**config.mk**
```make
export PLATFORM = sky130hd
export DESIGN_NAME = coin_validator_accumulator
export DESIGN_NICKNAME = d
export VERILOG_FILES = /design/src/rtl/cva_pkg.sv /design/src/rtl/coin_validator_accumulator.sv /design/src/rtl/cva_classify.sv
export SDC_FILE = /design/constraint.sdc
export NUM_CORES = 1
export LEC_CHECK = 0
export BUFFER_PORTS_ARGS = -buffer_cell sky130_fd_sc_hd__buf_2
export CORE_ASPECT_RATIO = 0.7
export CORE_MARGIN = 2
export CORE_UTILIZATION = 45
export DETAILED_ROUTE_END_ITERATION = 6
export PLACE_DENSITY = 0.75
export SLEW_MARGIN = 20
export SYNTH_ARGS = -nofsm -noshare
export SYNTH_HDL_FRONTEND = slang
export SYNTH_SLANG_ARGS = --single-unit
```
**constraint.sdc**
```tcl
create_clock -name clk -period 18.6 [get_ports clk]
set_input_delay 1.86 -clock clk [delete_from_list [all_inputs] [get_ports clk]]
set_output_delay 1.86 -clock clk [all_outputs]
set_load 0.05 [all_outputs]
```
**src/rtl/cva_pkg.sv**
```systemverilog
// shared types, codes and coin profile tables for the coin validator accumulator
// no dependencies
package cva_pkg;

	localparam int NUM_SENSORS = 8;
	localparam int NUM_KINDS   = 4;
	localparam int KIND_W      = $clog2(NUM_KINDS);

	localparam logic [15:0] TARGET_RESET = 16'd1250;
	localparam logic [15:0] MAX16        = 16'hFFFF;

	typedef enum logic [1:0] {
		CAUSE_NONE     = 2'd0,
		CAUSE_MAGNETIC = 2'd1,
		CAUSE_NO_MATCH = 2'd2
	} cause_t;

	localparam logic [2:0] DENOM_REJECT = 3'd0;

	localparam logic [7:0] PROF_REF [NUM_KINDS][NUM_SENSORS] = '{
		'{8'd128, 8'd107, 8'd94,  8'd56,  8'd47, 8'd57,  8'd111, 8'd86},
		'{8'd116, 8'd116, 8'd88,  8'd57,  8'd36, 8'd66,  8'd104, 8'd90},
		'{8'd111, 8'd167, 8'd97,  8'd78,  8'd30, 8'd116, 8'd100, 8'd121},
		'{8'd123, 8'd190, 8'd119, 8'd134, 8'd41, 8'd140, 8'd109, 8'd145}
	};

	localparam logic [7:0] PROF_TOL [NUM_KINDS][NUM_SENSORS] = '{
		'{8'd3, 8'd3, 8'd2, 8'd5,  8'd3, 8'd3, 8'd2, 8'd3},
		'{8'd4, 8'd5, 8'd3, 8'd3,  8'd4, 8'd5, 8'd3, 8'd2},
		'{8'd3, 8'd8, 8'd3, 8'd20, 8'd3, 8'd6, 8'd2, 8'd4},
		'{8'd2, 8'd2, 8'd4, 8'd20, 8'd4, 8'd3, 8'd3, 8'd3}
	};

	localparam logic [15:0] KIND_VALUE [NUM_KINDS] = '{16'd10, 16'd50, 16'd100, 16'd500};

	typedef struct packed {
		logic [7:0] magnetic;
		logic [7:0] sensor_0;
		logic [7:0] sensor_1;
		logic [7:0] sensor_2;
		logic [7:0] sensor_3;
		logic [7:0] sensor_4;
		logic [7:0] sensor_5;
		logic [7:0] sensor_6;
		logic [7:0] sensor_7;
	} in_word_t;

	typedef struct packed {
		logic [2:0]  denomination;
		logic [1:0]  reject_cause;
		logic [15:0] coin_count;
		logic [15:0] paid_total;
		logic [15:0] amount_left;
		logic        sale_done;
	} out_word_t;

	typedef struct packed {
		logic              hit;
		logic [KIND_W-1:0] kind;
		cause_t            cause;
	} cls_t;

endpackage

```
**src/rtl/coin_validator_accumulator.sv**
```systemverilog
// Coin validator accumulator, top level. One coin word per cycle enters an input
// register while in_stall is low; there it is classified, and when the output
// stage can advance the total and per-coin counts are updated and the result
// word is registered. Throughput is one coin per cycle, limited only by the
// output handshake. Total and counts saturate at 65535 and clear when the sale
// completes. target_amount is written through cfg_we/cfg_wdata while the block
// is idle; the user must keep to this, the block itself does not enforce it.
// depends on cva_pkg and cva_classify
module coin_validator_accumulator (
	input  logic               clk,
	input  logic               arst_n,
	input  logic               in_valid,
	output logic               in_stall,
	input  cva_pkg::in_word_t  in_word,
	output logic               out_valid,
	input  logic               out_stall,
	output cva_pkg::out_word_t out_word,
	input  logic               cfg_we,
	input  logic [15:0]        cfg_wdata
);
	import cva_pkg::*;

	in_word_t    word_s1;
	logic        valid_s1;
	out_word_t   word_s2;
	logic        valid_s2;
	logic [15:0] target_q;
	logic [15:0] total_q;
	logic [15:0] count_q [NUM_KINDS];

	cls_t        cls;
	logic        adv_s2;
	logic        fire_s1;
	logic [16:0] total_sum;
	logic [15:0] total_next;
	logic [15:0] count_sel;
	logic [15:0] count_next;
	logic        done;

	cva_classify u_classify (
		.coin (word_s1),
		.cls  (cls)
	);

	assign adv_s2   = !valid_s2 || !out_stall;
	assign in_stall = valid_s1 && !adv_s2;
	assign fire_s1  = valid_s1 && adv_s2;

	always_comb begin
		count_sel  = count_q[cls.kind];
		count_next = (count_sel == MAX16) ? count_sel : count_sel + 16'd1;
		total_sum  = {1'b0, total_q} + {1'b0, KIND_VALUE[cls.kind]};
		if (cls.hit) begin
			total_next = total_sum[16] ? MAX16 : total_sum[15:0];
		end else begin
			total_next = total_q;
		end
		done = (total_next >= target_q);
	end

	always_ff @(posedge clk or negedge arst_n) begin
		if (!arst_n) begin
			valid_s1 <= 1'b0;
		end else if (!valid_s1 || adv_s2) begin
			valid_s1 <= in_valid;
		end
	end

	always_ff @(posedge clk) begin
		if (in_valid && !in_stall) begin
			word_s1 <= in_word;
		end
	end

	always_ff @(posedge clk or negedge arst_n) begin
		if (!arst_n) begin
			valid_s2 <= 1'b0;
		end else if (adv_s2) begin
			valid_s2 <= valid_s1;
		end
	end

	always_ff @(posedge clk) begin
		if (fire_s1) begin
			word_s2.denomination <= cls.hit ? {1'b0, cls.kind} + 3'd1 : DENOM_REJECT;
			word_s2.reject_cause <= cls.cause;
			word_s2.coin_count   <= cls.hit ? count_next : 16'd0;
			word_s2.paid_total   <= total_next;
			word_s2.amount_left  <= done ? 16'd0 : target_q - total_next;
			word_s2.sale_done    <= done;
		end
	end

	always_ff @(posedge clk or negedge arst_n) begin
		if (!arst_n) begin
			target_q <= TARGET_RESET;
		end else if (cfg_we) begin
			target_q <= cfg_wdata;
		end
	end

	always_ff @(posedge clk or negedge arst_n) begin
		if (!arst_n) begin
			total_q <= '0;
			for (int k = 0; k < NUM_KINDS; k++) begin
				count_q[k] <= '0;
			end
		end else if (fire_s1) begin
			if (done) begin
				total_q <= '0;
				for (int k = 0; k < NUM_KINDS; k++) begin
					count_q[k] <= '0;
				end
			end else begin
				total_q <= total_next;
				if (cls.hit) begin
					count_q[cls.kind] <= count_next;
				end
			end
		end
	end

	assign out_valid = valid_s2;
	assign out_word  = word_s2;

endmodule

```
**src/rtl/cva_classify.sv**
```systemverilog
// coin classification: magnetic check and priority match against the four profiles
// depends on cva_pkg
module cva_classify (
	input  cva_pkg::in_word_t coin,
	output cva_pkg::cls_t     cls
);
	import cva_pkg::*;

	logic [7:0]           rd [NUM_SENSORS];
	logic [NUM_KINDS-1:0] fits;

	assign rd[0] = coin.sensor_0;
	assign rd[1] = coin.sensor_1;
	assign rd[2] = coin.sensor_2;
	assign rd[3] = coin.sensor_3;
	assign rd[4] = coin.sensor_4;
	assign rd[5] = coin.sensor_5;
	assign rd[6] = coin.sensor_6;
	assign rd[7] = coin.sensor_7;

	always_comb begin
		logic [7:0] diff;
		for (int k = 0; k < NUM_KINDS; k++) begin
			fits[k] = 1'b1;
			for (int s = 0; s < NUM_SENSORS; s++) begin
				diff = (rd[s] > PROF_REF[k][s]) ? rd[s] - PROF_REF[k][s]
				                                : PROF_REF[k][s] - rd[s];
				if (diff > PROF_TOL[k][s]) begin
					fits[k] = 1'b0;
				end
			end
		end
	end

	// lowest profile index wins
	always_comb begin
		cls.hit  = 1'b0;
		cls.kind = '0;
		for (int k = NUM_KINDS - 1; k >= 0; k--) begin
			if (fits[k]) begin
				cls.hit  = 1'b1;
				cls.kind = KIND_W'(k);
			end
		end
		priority if (coin.magnetic != 8'd0) begin
			cls.hit   = 1'b0;
			cls.cause = CAUSE_MAGNETIC;
		end else if (cls.hit) begin
			cls.cause = CAUSE_NONE;
		end else begin
			cls.cause = CAUSE_NO_MATCH;
		end
	end

endmodule

```
---- Word level (Yosys, flattened, before mapping) ----
Cells that the tools add are included.
word-level totals
  word-level logic and storage cells ...... 259
  register bits after elaboration ......... 224
  output and inout bits ................... 56
  bits of input ports ..................... 93
cells by class
  magnitude comparators ................... 67
  equal/unequal tests ..................... 1
  reduce and logical (&&, ||, !) cells .... 14
  $add $sub $neg .......................... 68
  bitwise logic cells ..................... 1
  multiplexer cells ....................... 85
operator list
  operator                                                              number
  8-bit two-way mux                                                     32
  8-bit by 2-bit > comparator with 1-bit output, second input constant  20
  8-bit by 7-bit > comparator with 1-bit output, second input constant  19
  7-bit by 8-bit subtractor with 8-bit output, first input constant     19
  8-bit by 7-bit subtractor with 8-bit output, second input constant    19
  16-bit two-way mux                                                    9
  64-bit two-way mux                                                    2
  8-bit by 3-bit > comparator with 1-bit output, second input constant  9
  16-bit binary-select mux with 2-bit select                            2
  64-bit bitwise mux                                                    1
  8-bit by 6-bit > comparator with 1-bit output, second input constant  6
  8-bit > comparator, second input constant                             6
  6-bit by 8-bit subtractor with 8-bit output, first input constant     6
  8-bit by 6-bit subtractor with 8-bit output, second input constant    6
  8-bit subtractor, first input constant                                6
  8-bit subtractor, second input constant                               6
  1-bit two-way mux                                                     33
  16-bit demux with 2-bit select                                        1
  8-bit by 5-bit > comparator with 1-bit output, second input constant  3
  16-bit by 16-bit adder with 17-bit output                             1
  16-bit by 1-bit adder with 16-bit output, second input constant       1
  16-bit equality test, second input constant                           1
  16-bit greater-or-equal comparator                                    1
  16-bit subtractor                                                     1
  15 further kinds                                                      26

---- Logic depth before layout (Yosys ltp) ----
  depth in word-level cells ............... 25
  mapped depth ............................ 48
  mapped depth without buffers ............ 41

---- Hierarchy ----
Synthesis repeated with hierarchy kept, for this count alone.
unflattened totals
  cell total of the unflattened synthesis .. 2,128
  area, all modules ....................... 18,865.6 µm²
by module, submodules not included
  module                      cells an instance  seq. area each (µm²)  instances  area each (µm²)
  coin_validator_accumulator  769                6,242.2               1          9,940.8
  cva_classify                1,359              0.0                   1          8,924.8

---- Worst setup path before layout ----
OpenSTA, ideal clock, no wires.
  kind .................................... register -> register
  start point ............................. reg word_s1[12] (netlist name)
  end point ............................... reg count_q[54] (netlist name)
  cell stages (with the launch flop) ...... 47
  data required time ...................... 18.465 ns
  setup slack ............................. 9.528 ns
  arrival ................................. 8.937 ns
  library setup time ...................... 0.135 ns
  path through ............................ edfxtp_1 -> clkbuf_1 -> inv_1 -> ha_1 -> clkbuf_1 -> nand3b_1 -> a211oi_1 -> a211oi_1 -> nor4_1 -> nand4_1 -> or3b_2 -> nor3_1 -> nand3_1 -> nand2_1 -> clkbuf_1 -> inv_1 -> ha_1 -> ha_1 -> (+11 left out) -> ha_1 -> nor2b_1 -> o21ai_0 -> nand2b_1 -> a21o_1 -> a21o_1 -> a21o_1 -> a41o_1 -> o21a_1 -> o21ai_0 -> nand2b_1 -> nand2b_1 -> a21o_1 -> clkbuf_1 -> o21ai_1 -> clkbuf_1 -> nand2_1 -> o21ai_0
between the ends
  word-level cells in the longest chain between the ends .. 19
  elaborated cells on any way between the ends .. 57
  classes of those cells .................. add/sub: 10; order compare: 11; eq/ne: 1; mux: 31; bitwise: 1; reduce/logical: 3
RTL lines
  element                                                              RTL line                                                                                               source
  start: declaration                                                   coin_validator_accumulator.sv:23                                                                       in_word_t word_s1;
  start signal: assignment                                             coin_validator_accumulator.sv:71                                                                       word_s1 <= in_word;
  7-bit by 8-bit subtractor with 8-bit output (tied with other cells)  cva_classify.sv:27                                                                                     : PROF_REF[k][s] - rd[s];
  8-bit two-way mux                                                    cva_classify.sv:26                                                                                     diff = (rd[s] > PROF_REF[k][s]) ? rd[s] - PROF_REF[k][s]
  8-bit by 2-bit > comparator with 1-bit output                        cva_classify.sv:28                                                                                     if (diff > PROF_TOL[k][s]) begin
  1-bit two-way mux (2 in series)                                      cva_classify.sv:28
  3-bit two-way mux (3 in series)                                      cva_classify.sv:40                                                                                     if (fits[k]) begin
  3-bit two-way mux (*)                                                cva_classify.sv:40
  2-bit NOT with 3-bit output (not written as such)                    coin_validator_accumulator.sv:50, coin_validator_accumulator.sv:52, coin_validator_accumulator.sv:117
  16-bit binary-select mux with 2-bit select                           coin_validator_accumulator.sv:52                                                                       total_sum = {1'b0, total_q} + {1'b0, KIND_VALUE[cls.kind]};
  16-bit two-way mux (not written as such) (2 in series)               coin_validator_accumulator.sv:52
  16-bit by 16-bit adder with 17-bit output                            coin_validator_accumulator.sv:52
  16-bit two-way mux                                                   coin_validator_accumulator.sv:54                                                                       total_next = total_sum[16] ? MAX16 : total_sum[15:0];
  16-bit two-way mux                                                   coin_validator_accumulator.sv:53                                                                       if (cls.hit) begin
  16-bit greater-or-equal comparator                                   coin_validator_accumulator.sv:58                                                                       done = (total_next >= target_q);
  2-bit nonzero test (no source line)                                  --
  2-bit AND reduction (no source line)                                 --
  end signal: indexed assignment                                       coin_validator_accumulator.sv:117                                                                      count_q[cls.kind] <= count_next;
  end: declaration                                                     coin_validator_accumulator.sv:29                                                                       logic [15:0] count_q [NUM_KINDS];
Mark *: on every way between the ends. The rest lies on a longest branch, timed or not. The select of a mux whose other input is x is not followed.
A chain may end at the register's enable or synchronous reset.

---- Final worst setup path ----
  start point ............................. reg word_s1[27] (netlist name)
  end point ............................... reg count_q[45] (netlist name)
between the ends
  word-level cells in the longest chain between the ends .. 21
  elaborated cells on any way between the ends .. 65
  classes of those cells .................. add/sub: 10; order compare: 11; eq/ne: 1; mux: 39; bitwise: 1; reduce/logical: 3
RTL lines
  element                                                              RTL line
  6-bit by 8-bit subtractor with 8-bit output (tied with other cells)  cva_classify.sv:27
  8-bit two-way mux                                                    cva_classify.sv:26
  8-bit by 3-bit > comparator with 1-bit output                        cva_classify.sv:28
  1-bit two-way mux (4 in series)                                      cva_classify.sv:28
  3-bit two-way mux (3 in series)                                      cva_classify.sv:40
  3-bit two-way mux (*)                                                cva_classify.sv:40
  2-bit NOT with 3-bit output (not written as such)                    coin_validator_accumulator.sv:50, coin_validator_accumulator.sv:52, coin_validator_accumulator.sv:117
  16-bit binary-select mux with 2-bit select                           coin_validator_accumulator.sv:52
  16-bit two-way mux (not written as such) (2 in series)               coin_validator_accumulator.sv:52
  16-bit by 16-bit adder with 17-bit output                            coin_validator_accumulator.sv:52
  16-bit two-way mux                                                   coin_validator_accumulator.sv:54
  16-bit two-way mux                                                   coin_validator_accumulator.sv:53
  16-bit greater-or-equal comparator                                   coin_validator_accumulator.sv:58
  2-bit nonzero test (no source line)                                  --
  2-bit AND reduction (no source line)                                 --
Marks and branches as above.

==> results.py <==
metrics = {
    "status": {
        "status": "finished clean",
    },
    "timing": {
        "report.final.setup_viol": 0,
        "slew_viol_final": 0,
        "hold_ws_ns": 0.481,
        "relSlewSlack_pct": 21.8,
        "rsz0062_at_grt": "no",
        "clock_skew_ns": 0.0138,
        "fin_crit_sh_pct": 60.7,
        "worstMarginPinSlew_ns": 1.16,
        "fin_setup_tns_ns": 0,
        "fmax_mhz": 88.5,
        "fin_crit_ns": 11.29,
        "hold_viol_final": 0,
    },
    "floorplanning": {
        "rows": 64,
        "dieHeight_um": 179,
        "io_pins": 149,
        "dieArea_um2": 45400,
        "start_util_pct": 45.3,
        "die_w_um": 254,
        "core_area_um2": 43400,
    },
    "cts": {
        "root_buffer": "clkbuf_16",
        "ctsHoldBuffers": 0,
        "cts_tree": "built",
        "clock-sinks": 224,
        "cts_resized": 0,
        "cts_setup_buffers": 0,
        "h-tree-depth": 1,
        "clk_path_buf_depth": 3,
        "clk_latency_ns": 0.55,
        "numCtsBuffers": 24,
        "clk_pin_slew_ns": 0.06,
    },
    "route": {
        "drt-initial-drc-count": 2681,
        "drt_first_pass_iters": 6,
        "vias": 19200,
        "wl_per_cell_um": 23.0,
        "drc": 0,
        "antenna_left": 0,
        "drt-total-wl_um": 68800,
        "routed_via_density": 6.42,
    },
    "synthesis": {
        "synthArstFlopShare_pct": 43.8,
        "synth-seq-cells": 224,
        "synth-main-ff-cell": "edfxtp_1",
        "synthDistinctLibCells": 104,
        "synth-edff-count": 126,
        "synth_area_per_cell_um2": 8.46,
        "syn_nets": 2559,
        "synth_seq_area_share_pct": 31.7,
        "synth_area_um2": 19700,
        "synthCells": 2324,
        "yosys_warnings": 0,
    },
    "worst_setup_path": {
        "cp-end-kind": "register",
        "required_ns": 18.99,
        "cp_max_fo": 24,
        "regToRegSetupSlack_ns": 7.31,
        "r2r_end": "count_q[45]",
        "cp.arrival_ns": 11.68,
        "slowest_stage": "edfxtp_1",
        "crit_top_cell": "a21oi_1",
        "critical_path_class": "register to register",
        "r2r-start": "word_s1[27]",
        "r2r_cells": 39,
        "worstSetupStartpointType": "register",
        "max_stage_delay_ns": 0.83,
    },
    "global_route": {
        "grt_pass1_wl_um": 104000,
        "grt_max_degree": 76,
        "antenna_found_initial": 4,
        "grt_usage_pct": 29.6,
        "grt.overflow.total": 0,
        "grt_pass1_vias": 17500,
    },
    "min_path": {
        "hold_class": "register to register",
        "hold-path-cell-count": 2,
        "min_from": "count_q[28]",
        "hold_end": "count_q[28]",
    },
    "final_layout": {
        "final_cell_mix": "nand2_1, nor2_1, buf_2",
        "drive_above_1_share_pct": 12.2,
        "final_common_cell": "nand2_1",
        "syn_to_final_growth_pct": 9.96,
        "num-nets-final": 2616,
        "fillers": 4076,
    },
    "place": {
        "portBuffers": 148,
        "dp_hpwl_um": 52900,
        "gp_congestion": 1.06,
    },
    "power_and_ir_drop": {
        "p_leak_nw": 8.49,
        "powerDensity_nw_per_um2": 69.2,
        "irDropWorstVdd_v": 0.0000758,
    },
    "run": {
        "drv_cap": 0,
    },
}
-- power by group --
part | internal [W] | switching (W) | total [W]
combinational | 0.000124 | 0.000249 | 0.000374
sequential | 0.000557 | 0.0000446 | 0.000601
clock | 0.000309 | 0.000213 | 0.000521
total | 0.000990 | 0.000506 | 0.00150
-- stage by stage --
step / worst slack, ns / utilization, % / area (um^2) / cells / total power, W
final: 7.31 / 49.8 / 21600 / 2994 / 0.00150
after global routing: 6.47 / 49.8 / 21600 / 2993 / 0.00155
after CTS: 7.50 / 49.8 / 21600 / 2993 / 0.00149
after detailed placement: 7.58 / 47.8 / 20800 / 2949 / 0.000968
after global placement: 8.01 / 47.8 / 20700 / 2949 / 0.000963
after floorplan: 9.53 / - / 19700 / 2324 / 0.000847
-- worst max path at each step --
stage,from,endpoint
global route,word_s1[12],count_q[13]
floorplan,word_s1[12],count_q[54]
CTS,word_s1[27],count_q[45]
global placement,word_s1[27],count_q[45]
detailed placement,word_s1[27],count_q[45]
finish,word_s1[27],count_q[45]
-- Yosys cell counts (17+ instances only) --
library cell  instances  share of area (%)
o21a_1               20               0.76
dfrtp_1              93                 12
mux2i_1              43                2.2
and3_1               20               0.64
o22ai_1              18               0.57
o21ai_0             136                3.5
a21o_1               33                1.3
ha_1                140                8.9
clkbuf_1            101                1.9
o21ai_1              55                1.4
nor2b_1              37                1.2
xnor2_1              66                2.9
xor2_1               17               0.76
nand2_1             225                4.3
nand2b_1             47                1.5
edfxtp_1            126                 19
o211ai_1             35                1.3
inv_1               112                2.1
nand4_1              38                1.2
o31ai_1              20               0.76
or3_1                26               0.83
and2_1               20               0.64
nor2_1              161                3.1
a211oi_1             25               0.95
a2111oi_0            17               0.76
a21oi_1             143                3.6
nor3_1               51                1.3
nand3_1              60                1.5
nor4_1               30               0.95
mux2_2               24                1.4
a31oi_1              35                1.1
-- sequential cells by signal, indices dropped and copies added, names as in the netlist --
signal     flops
total_q       16
out_valid      1
out_word      54
count_q       64
target_q      16
valid_s1       1
word_s1       72
-- cell type report --
cell class / count / area (um^2) / share of cell area (%)
diodes: 1 / 2.50 / 0.0116
clock inverters: 12 / 154 / 0.712
well taps: 594 / 743 / 3.44
clock buffers: 32 / 702 / 3.25
flip-flops and latches: 224 / 6240 / 28.9
repair buffers: 163 / 856 / 3.96
multi-input cells: 1847 / 12500 / 57.7
inverters: 121 / 454 / 2.10
-- cell families after synthesis --
logic type,count (synthesis),share of synthesized area (%)
flops,224,31.7
fa+ha+maj,143,9.16
mux,70,3.85
simple gates,835,22.3
compound gates,714,24.1
xor+xnor,85,3.86
buf+inv,253,4.97
-- worst max-delay path, delay by kind of cell (launching register included) --
kind                       cells  cell delay [ns]
buffers and inverters          2             0.54
AOI/OAI and AO/OA             19             4.84
adders and majority gates      4             1.30
and+or+nand+nor               14             3.54
DFF                            1             0.83
-- metal layers --
metal / routed length, um / share of wire (%) / GRT usage [%] / vias up
met5: 27 / 0.039 / 0 / -
li1: - / - / - / 8763
met1: 31000 / 45 / 43.8 / 9232
met4: 1790 / 2.6 / 7.08 / 4
met2: 27200 / 40 / 40.5 / 1113
met3: 8780 / 13 / 10.6 / 110
(Power assumes the default switching activity.)
